$ cat config.mk
export PLATFORM = sky130hd
export DESIGN_NAME = monomial_exponent_enumerator_core
export DESIGN_NICKNAME = d
export VERILOG_FILES = /design/src/rtl/core/mee_pkg.sv /design/src/rtl/core/mee_cell.sv /design/src/rtl/core/monomial_exponent_enumerator_core.sv
export SDC_FILE = /design/constraint.sdc
export NUM_CORES = 1
export LEC_CHECK = 0
export BUFFER_PORTS_ARGS = -buffer_cell sky130_fd_sc_hd__buf_2
export CAP_MARGIN = 20
export CORE_UTILIZATION = 60
export DETAILED_ROUTE_END_ITERATION = 8
export PLACE_DENSITY = 0.89
export SYNTH_ARGS = -nofsm -noshare
export SYNTH_HDL_FRONTEND = slang
export SYNTH_HIERARCHICAL = 1
export SYNTH_SLANG_ARGS = --single-unit
$ cat constraint.sdc
create_clock -name i_clk -period 18.9 [get_ports i_clk]
set_input_delay 3.78 -clock i_clk [delete_from_list [all_inputs] [get_ports i_clk]]
set_output_delay 3.78 -clock i_clk [all_outputs]
set_load 0.01 [all_outputs]
$ cat src/rtl/core/mee_pkg.sv
`default_nettype none
// ----------------------------------------------------------------------------
// Monomial exponent enumerator package
// Shared widths, register indexes and the control types of the cell row.
// ----------------------------------------------------------------------------
package mee_pkg;

    localparam int NUM_CELLS = 8;
    localparam int EXP_W     = 8;
    localparam int SUM_W     = EXP_W + $clog2(NUM_CELLS);
    localparam int VARS_W    = 4;
    localparam int CFG_IDX_W = 2;

    typedef logic [EXP_W-1:0]  t_exp;
    typedef logic [SUM_W-1:0]  t_sum;
    typedef logic [VARS_W-1:0] t_vars;

    typedef enum logic [CFG_IDX_W-1:0] {
        CFG_DEGREE   = 2'd0,
        CFG_NUM_VARS = 2'd1,
        CFG_HOMOG    = 2'd2
    } t_cfg_idx;

    // Broadcast control for every cell of the row.
    typedef struct packed {
        logic load;
        logic first;
        t_exp degree;
    } t_cell_ctrl;

    // Role of one cell under the current configuration.
    typedef struct packed {
        logic free;
        logic tail;
    } t_cell_role;

endpackage

`default_nettype wire

$ cat src/rtl/core/mee_cell.sv
`default_nettype none
// ----------------------------------------------------------------------------
// Monomial exponent enumerator cell
// Holds one exponent, extends the prefix sum and works out its own successor.
// ----------------------------------------------------------------------------
module mee_cell (
    input  wire                      i_clk,
    input  wire                      i_rst_n,
    input  wire mee_pkg::t_cell_ctrl i_ctrl,
    input  wire mee_pkg::t_cell_role i_role,
    input  wire mee_pkg::t_sum       i_sum,
    output mee_pkg::t_sum            o_sum,
    input  wire                      i_next_lt,
    output logic                     o_lt,
    input  wire                      i_bump,
    output logic                     o_bump,
    input  wire mee_pkg::t_exp       i_new_sum,
    output mee_pkg::t_exp            o_new_sum,
    output mee_pkg::t_exp            o_exp,
    output mee_pkg::t_exp            o_next_exp
);

    mee_pkg::t_exp r_exp;
    mee_pkg::t_exp n_exp;
    logic          is_pivot;

    assign o_sum = i_role.free ? (i_sum + mee_pkg::SUM_W'(r_exp)) : i_sum;
    assign o_lt  = i_role.free &&
                   (o_sum < mee_pkg::SUM_W'(i_ctrl.degree));

    // The pivot is the rightmost free cell whose prefix sum stays below the degree.
    assign is_pivot = o_lt && !i_next_lt;
    assign o_bump   = i_bump || is_pivot;

    // The prefix here is below the degree, so one more still fits in EXP_W bits.
    assign o_new_sum = is_pivot ? (o_sum[mee_pkg::EXP_W-1:0] + 1'b1) : i_new_sum;

    always_comb begin
        if (i_role.tail) begin
            n_exp = i_ctrl.first ? i_ctrl.degree : (i_ctrl.degree - i_new_sum);
        end else if (i_role.free) begin
            if (i_ctrl.first) begin
                n_exp = '0;
            end else if (is_pivot) begin
                n_exp = r_exp + 1'b1;
            end else if (i_bump) begin
                n_exp = '0;
            end else begin
                n_exp = r_exp;
            end
        end else begin
            n_exp = '0;
        end
    end

    always_ff @(posedge i_clk) begin
        if (!i_rst_n) begin
            r_exp <= '0;
        end else if (i_ctrl.load) begin
            r_exp <= n_exp;
        end
    end

    assign o_exp      = r_exp;
    assign o_next_exp = n_exp;

endmodule

`default_nettype wire

$ cat src/rtl/core/monomial_exponent_enumerator_core.sv
`default_nettype none
// ----------------------------------------------------------------------------
// Monomial exponent enumerator core
// Produces exponent vectors in ascending lexicographic order, one per item.
// ----------------------------------------------------------------------------
// Each accepted input item yields exactly one result item. With i_restart
// high (or before the first accepted item) the first vector is produced; otherwise the
// successor of the held vector. After the final vector (o_is_final high) the
// following items report o_exhausted with zero exponents until a restart.
// The configuration channel (i_cfg_valid/o_cfg_ready) is always ready and
// should only be written while no item is in flight.
// A row of eight cells forms the prefix sums and finds the pivot position in
// one pass, so the successor is computed in the cycle the item is accepted.
// o_out_valid rises in the cycle after acceptance, and an item can be
// accepted in every unstalled cycle. A result waiting in the output register
// under i_out_stall holds its payload and stalls the input for as long as the
// stall lasts; a result taken in the same cycle makes room for the next item.
// Reset clears the held vector, the output valid flag and the configuration
// (degree 0, one variable, normal mode).
// ----------------------------------------------------------------------------
module monomial_exponent_enumerator_core (
    input  wire                           i_clk,
    input  wire                           i_rst_n,
    input  wire                           i_in_valid,
    output logic                          o_in_stall,
    input  wire                           i_restart,
    output logic                          o_out_valid,
    input  wire                           i_out_stall,
    output mee_pkg::t_exp                 o_exp0,
    output mee_pkg::t_exp                 o_exp1,
    output mee_pkg::t_exp                 o_exp2,
    output mee_pkg::t_exp                 o_exp3,
    output mee_pkg::t_exp                 o_exp4,
    output mee_pkg::t_exp                 o_exp5,
    output mee_pkg::t_exp                 o_exp6,
    output mee_pkg::t_exp                 o_exp7,
    output logic                          o_is_final,
    output logic                          o_exhausted,
    input  wire                           i_cfg_valid,
    output logic                          o_cfg_ready,
    input  wire [mee_pkg::CFG_IDX_W-1:0]  i_cfg_index,
    input  wire mee_pkg::t_exp            i_cfg_data
);

    localparam int N = mee_pkg::NUM_CELLS;

    mee_pkg::t_exp  r_degree;
    mee_pkg::t_vars r_num_vars;
    logic           r_homog;
    logic           r_started;
    logic           r_done;
    logic           r_out_valid;
    mee_pkg::t_exp  r_out_exp [N];
    logic           r_out_final;
    logic           r_out_exh;

    mee_pkg::t_vars eff_vars;
    mee_pkg::t_vars free_cnt;
    logic           accept;
    logic           first;
    logic           exhaust;
    logic           next_final;
    mee_pkg::t_cell_ctrl ctrl;
    mee_pkg::t_cell_role role [N];

    mee_pkg::t_sum  sum_chain  [N+1];
    logic           bump_chain [N+1];
    mee_pkg::t_exp  nsum_chain [N+1];
    logic           lt         [N];
    logic           next_lt    [N];
    mee_pkg::t_exp  cur_exp    [N];
    mee_pkg::t_exp  next_exp   [N];

    assign o_cfg_ready = 1'b1;

    always_ff @(posedge i_clk) begin
        if (!i_rst_n) begin
            r_degree   <= '0;
            r_num_vars <= mee_pkg::t_vars'(1);
            r_homog    <= 1'b0;
        end else if (i_cfg_valid) begin
            case (mee_pkg::t_cfg_idx'(i_cfg_index))
                mee_pkg::CFG_DEGREE:   r_degree   <= i_cfg_data;
                mee_pkg::CFG_NUM_VARS: r_num_vars <= i_cfg_data[mee_pkg::VARS_W-1:0];
                mee_pkg::CFG_HOMOG:    r_homog    <= i_cfg_data[0];
                default:               r_homog    <= r_homog;
            endcase
        end
    end

    always_comb begin
        if (r_num_vars == '0) begin
            eff_vars = mee_pkg::t_vars'(1);
        end else if (r_num_vars > mee_pkg::t_vars'(N)) begin
            eff_vars = mee_pkg::t_vars'(N);
        end else begin
            eff_vars = r_num_vars;
        end
    end

    assign free_cnt = eff_vars - mee_pkg::t_vars'(r_homog);

    assign o_in_stall = r_out_valid && i_out_stall;
    assign accept     = i_in_valid && !o_in_stall;

    // With no free position the single vector is already the last one.
    assign first   = i_restart || !r_started;
    assign exhaust = !first &&
                     (r_done || (free_cnt == '0) || (cur_exp[0] >= r_degree));

    assign ctrl.load   = accept && !exhaust;
    assign ctrl.first  = first;
    assign ctrl.degree = r_degree;

    assign sum_chain[0]  = '0;
    assign bump_chain[0] = 1'b0;
    assign nsum_chain[0] = '0;

    for (genvar g = 0; g < N; g++) begin : g_cell
        assign role[g].free = (mee_pkg::t_vars'(g) < free_cnt);
        assign role[g].tail = r_homog && (mee_pkg::t_vars'(g) == eff_vars - 1'b1);

        if (g == N - 1) begin : g_end
            assign next_lt[g] = 1'b0;
        end else begin : g_mid
            assign next_lt[g] = lt[g+1];
        end

        mee_cell u_cell (
            .i_clk      (i_clk),
            .i_rst_n    (i_rst_n),
            .i_ctrl     (ctrl),
            .i_role     (role[g]),
            .i_sum      (sum_chain[g]),
            .o_sum      (sum_chain[g+1]),
            .i_next_lt  (next_lt[g]),
            .o_lt       (lt[g]),
            .i_bump     (bump_chain[g]),
            .o_bump     (bump_chain[g+1]),
            .i_new_sum  (nsum_chain[g]),
            .o_new_sum  (nsum_chain[g+1]),
            .o_exp      (cur_exp[g]),
            .o_next_exp (next_exp[g])
        );
    end

    assign next_final = (free_cnt == '0) || (next_exp[0] >= r_degree);

    always_ff @(posedge i_clk) begin
        if (!i_rst_n) begin
            r_started   <= 1'b0;
            r_done      <= 1'b0;
            r_out_valid <= 1'b0;
        end else begin
            if (accept) begin
                r_started   <= 1'b1;
                r_done      <= exhaust;
                r_out_valid <= 1'b1;
            end else if (!i_out_stall) begin
                r_out_valid <= 1'b0;
            end
        end
    end

    always_ff @(posedge i_clk) begin
        if (accept) begin
            for (int k = 0; k < N; k++) begin
                r_out_exp[k] <= exhaust ? '0 : next_exp[k];
            end
            r_out_final <= !exhaust && next_final;
            r_out_exh   <= exhaust;
        end
    end

    assign o_out_valid = r_out_valid;
    assign o_exp0      = r_out_exp[0];
    assign o_exp1      = r_out_exp[1];
    assign o_exp2      = r_out_exp[2];
    assign o_exp3      = r_out_exp[3];
    assign o_exp4      = r_out_exp[4];
    assign o_exp5      = r_out_exp[5];
    assign o_exp6      = r_out_exp[6];
    assign o_exp7      = r_out_exp[7];
    assign o_is_final  = r_out_final;
    assign o_exhausted = r_out_exh;

endmodule

`default_nettype wire
## After elaboration in Yosys (flattened, before gate mapping)

Memory sizes are Yosys's and may differ from the RTL's.
Cells that the tools add are included.

- Register bits after elaboration: 82
- Bits in writable memories: 64
- Input port bits: 16
- Output and inout bits: 69
- Logic and storage cells: 208
- Memories: 1

- Add/sub/neg operators: 31
- $lt $le $gt $ge: 19
- Equality and inequality tests: 10
- Multiplexer cells: 75
- Reductions and logical operators: 56

Memories:

| memory | depth | width | rd ports | clocked after memory_dff | wr ports | line | RTL |
|---|---|---|---|---|---|---|---|
| r_out_exp | 8 | 8 | 8 | 0 | 8 | monomial_exponent_enumerator_core.sv:53 | `mee_pkg::t_exp r_out_exp [N];` |

Operators with widths:

| kind | count |
|---|---|
| 8-bit 2-to-1 mux | 62 |
| 8-bit by 1-bit adder with 8-bit output (second input constant) | 15 |
| 11-bit by 8-bit < comparator with 1-bit output | 8 |
| 11-bit 2-to-1 mux | 7 |
| 11-bit by 8-bit adder with 11-bit output | 6 |
| 8-bit subtractor | 7 |
| 1-bit logical AND | 28 |
| 3-bit by 4-bit == test with 1-bit output (first input constant) | 4 |
| 8-bit >= comparator | 2 |
| 3-bit by 4-bit < comparator with 1-bit output (first input constant) | 4 |
| 4-bit zero test | 3 |
| 1-bit zero test | 11 |
| 1-bit logical OR | 10 |
| 8-bit by 8-bit adder with 9-bit output | 1 |
| 2-bit by 4-bit == test with 1-bit output (first input constant) | 2 |
| 1-bit by 4-bit < comparator with 1-bit output (first input constant) | 2 |
| 2-bit by 4-bit < comparator with 1-bit output (first input constant) | 2 |
| 4-bit 2-to-1 mux | 2 |
| 2-bit AND reduction | 3 |
| 1-bit by 4-bit == test with 1-bit output (first input constant) | 1 |
| 4-bit greater-than comparator (second input constant) | 1 |
| 1-bit 2-to-1 mux | 4 |
| 4-bit by 1-bit subtractor with 4-bit output | 1 |
| 4-bit by 1-bit subtractor with 4-bit output (second input constant) | 1 |
| 4 further kinds | 4 |

## Logic depth before layout (Yosys ltp)

- Word-level depth: 31
- Depth in mapped cells: 72
- Mapped depth without buffers: 68

## By module

Netlist, hierarchy kept.

Modules (own cells, without submodules):

| module | instances | cells an instance | area each (um^2) | sequential area each (um^2) |
|---|---|---|---|---|
| mee_cell at g_cell[1].u_cell ... | 4 | 289 | 2023.2 | 160.2 |
| monomial_exponent_enumerator_core | 1 | 295 | 3662.3 | 2302.2 |
| mee_cell at g_cell[4].u_cell | 1 | 289 | 2014.4 | 160.2 |
| mee_cell at g_cell[0].u_cell | 1 | 290 | 2013.2 | 160.2 |
| mee_cell at g_cell[3].u_cell | 1 | 291 | 2011.9 | 160.2 |
| mee_cell at g_cell[7].u_cell | 1 | 280 | 2000.7 | 160.2 |

## Worst setup path after synthesis

No wires, ideal clock.

- Path kind: reg-to-reg
- Start point: reg r_num_vars[3]
- End point: mem r_out_exp[1][31] (netlist bit) (data pin)
- Setup time: 0.254 ns
- Data arrival time: 13.756 ns
- Data required time: 18.646 ns
- Setup slack: 4.890 ns
- Cell stages (with the launch flop): 67
- Path buffers: 4
- Clock period less this slack: 14.010 ns
- Path through: dfxtp_1 -> clkbuf_1 -> o21bai_1 -> ha_1 -> ha_1 -> and2_1 -> a21boi_1 -> nand2_1 -> buf_2 -> mux2_2 -> fa_1 -> a21o_1 -> a21oi_1 -> xnor2_1 -> mux2i_1 -> inv_1 -> ha_1 -> nand4_1 -> [31 not listed] -> or3_4 -> a21oi_1 -> a211o_1 -> a211o_1 -> buf_6 -> buf_2 -> mux2_1 -> inv_1 -> ha_1 -> nor2b_1 -> o21a_1 -> o31a_1 -> o41ai_1 -> xnor2_1 -> o21a_1 -> o21ai_0 -> nand2_1 -> nor2b_1

RTL lines:

| item | line | RTL |
|---|---|---|
| from (decl) | monomial_exponent_enumerator_core.sv:48 | `mee_pkg::t_vars r_num_vars;` |
| from (signal assigned) | monomial_exponent_enumerator_core.sv:79 | `r_num_vars <= mee_pkg::t_vars'(1);` |
| from (signal assigned) | monomial_exponent_enumerator_core.sv:84 | `mee_pkg::CFG_NUM_VARS: r_num_vars <= i_cfg_data[mee_pkg::VARS_W-1:0];` |
| to (decl) | monomial_exponent_enumerator_core.sv:53 |  |

==> summary.txt <==
Timing
  • Worst Hold Margin: 476 ps
  • Final Cycle Share: 85.2%
  • Worst Tran Pin Value: 1060 ps
  • Post-route worst setup slack: 2790 ps
  • Shortest period the worst path allows: 16110 ps
  • Worst clock skew: 15.1 ps
  • Normalized max-slew margin: 29.2%
  • Setup repair after global routing missed its margin: false
  • Total negative slack for setup checks: 0 ps
  • Final count of pins violating max slew: 0
  • Setup violation total in the final timing report: 0
  • Number of failing hold endpoints at the final stage: 0
  • Fmax: 62.1 MHz

CTS
  • Number of sinks driven by the clock tree: 146
  • Clock input transition at the sequential cells of the worst setup and hold paths: 70 ps
  • Root cell of the clock tree: clkbuf_16
  • Clock tree from TritonCTS: done
  • Level count of the clock H-tree: 4
  • Total of hold buffers inserted after clock tree synthesis: 0
  • Deepest clock path buffer count: 2
  • Number of buffers created by CTS: 17
  • Clock latency on the worst-skew pair: 470 ps
  • Cts repair resizes: 0
  • # Post-CTS Setup Buffers: 0

Placement
  • Routability Congestion: 0.985
  • Port bufs: 83
  • Pre-CTS setup slack: 3140 ps
  • Hpwl dp: 43700 µm

Cells and area
  • Multi-input gate area: 14900 µm²
  • Final nets: 2885
  • Fraction of layout instances using a drive strength above 1: 8.81%
  • Area used by sequential logic in the layout: 3580 µm²
  • Utilization of the core after routing: 66.2%
  • Leading cell type in the layout, fill and taps excluded: nand2_1
  • Filler cell count in the final layout: 2620
  • Most frequent cells in the layout: nand2_1 (248), inv_1 (215), ha_1 (209)
  • Area grow syn2layout: 7.63%

Global route
  • Overall track demand over capacity in global routing: 35.3%
  • Number of antenna violations at the first check in global routing: 1
  • Number of global-route vias before repair: 19000
  • Leftover overflow at the end of global routing: 0
  • Maximum number of pins on one net before global-route repair: 78
  • First-pass GRT wire length: 94900 µm

Critical path
  • Largest fanout on the critical path: 36
  • Longest individual stage delay on the worst path: 450 ps
  • CP max-delay cell: nand2_1
  • CP required: 19090 ps
  • Library cell appearing most often on the critical path: ha_1
  • Sort of element at the end of the critical path: flop
  • Flop-to-flop setup slack: 2790 ps
  • Data arrival time of the critical path: 16300 ps
  • Element type at the critical path start: flop
  • Critical path class: flop to flop

Detailed routing
  • First-pass iteration count of the detailed router: 5
  • Average detailed-routed wire length per instance: 19.3 µm
  • Vias per std cell: 6.51
  • Count of vias placed by the detailed router: 20100
  • Initial DRC count: 2121
  • Residual antenna-violating net count after detailed routing: 0
  • Sum of routed wire length over all layers: 59600 µm
  • DRC violation count after routing: 0

Power
  • Maximum VDD drop: 69.6 µV
  • Post-layout power: 1.35 mW
  • P_leak: 9.09 nW
  • Pwr per Cell Area: 63.9 nW/µm²

Floorplanning
  • Die Wd: 183 µm
  • Die Outline Area: 33300 µm²
  • Core region area: 31800 µm²
  • Vertical die dimension: 183 µm
  • Core Rows: 65
  • Initial Util: 61.5%
  • I/O pins: 85

Yosys
  • Gate count of the mapped netlist: 2565
  • Synth warnings: 6
  • Post-synth design cell area: 19600 µm²
  • Average size of a mapped cell: 7.63 µm²

Worst hold path
  • Hold/Removal Path Class: flop to flop

Job
  • # Max-Cap Violations: 0

Outcome
  • Status: completed
## area by class of cell
class | instances | area share [%]
clock inverter | 15 | 0.980
clock buffer | 17 | 2.02
timing repair buffer | 110 | 2.93
antenna | 1 | 0.0119
tap | 435 | 2.58
inverter | 221 | 3.94
sequential | 146 | 17.0
multi-input combinational | 2148 | 70.5
## final timing paths
path	depth (start not counted)	end	from
max reg2reg	64	r_out_exp[1][31]$_SDFFCE_PP0P_	r_num_vars[3]$_SDFFE_PN0P_
min reg2reg	2	r_done$_SDFFE_PN0P_	r_done$_SDFFE_PN0P_
max	64	r_out_exp[1][31]$_SDFFCE_PP0P_	r_num_vars[3]$_SDFFE_PN0P_
min	2	r_done$_SDFFE_PN0P_	r_done$_SDFFE_PN0P_
## sequential cells by signal, indices dropped and copies added (netlist names)
name	cells
o_out_valid	1
r_done	1
r_num_vars	4
r_degree	8
o_is_final	1
r_out_exp	64
r_started	1
g_cell.u_cell/o_exp	64
o_exhausted	1
r_homog	1
## report_power, final
part | internal, mW | leakage [nW] | total (mW) | switching [mW]
clock network | 0.222 | 0.306 | 0.382 | 0.159
logic | 0.235 | 7.47 | 0.611 | 0.375
registers | 0.342 | 1.32 | 0.354 | 0.0125
total | 0.800 | 9.09 | 1.35 | 0.547
## worst max-delay path, delay by kind of cell (launching register included)
family	cells	cell delay, ps
buffers and inverters	10	1950
AND/OR/NAND/NOR	13	2180
flip-flops	1	420
adder cells (fa/ha/maj)	11	3940
AO/OA/AOI/OAI	27	6720
XOR/XNOR	2	300
multiplexers	1	280
## metrics by stage
| stage | instance area, µm² | instances |
|---|---|---|
| after floorplan | 19700 | 2612 |
| after global placement | 20400 | 3059 |
| after detailed placement | 20400 | 3060 |
| after CTS | 21100 | 3092 |
| after global routing | 21100 | 3093 |
| final | 21100 | 3093 |
## metal layers
metal	track usage, %	vias to the layer above	routed length, µm
met5	0	-	0
met4	18.9	0	2690
met3	5.79	206	5530
met2	57.0	1072	26700
met1	44.9	9430	24600
li1	-	9427	-
Power figures use the tool's default switching activity.
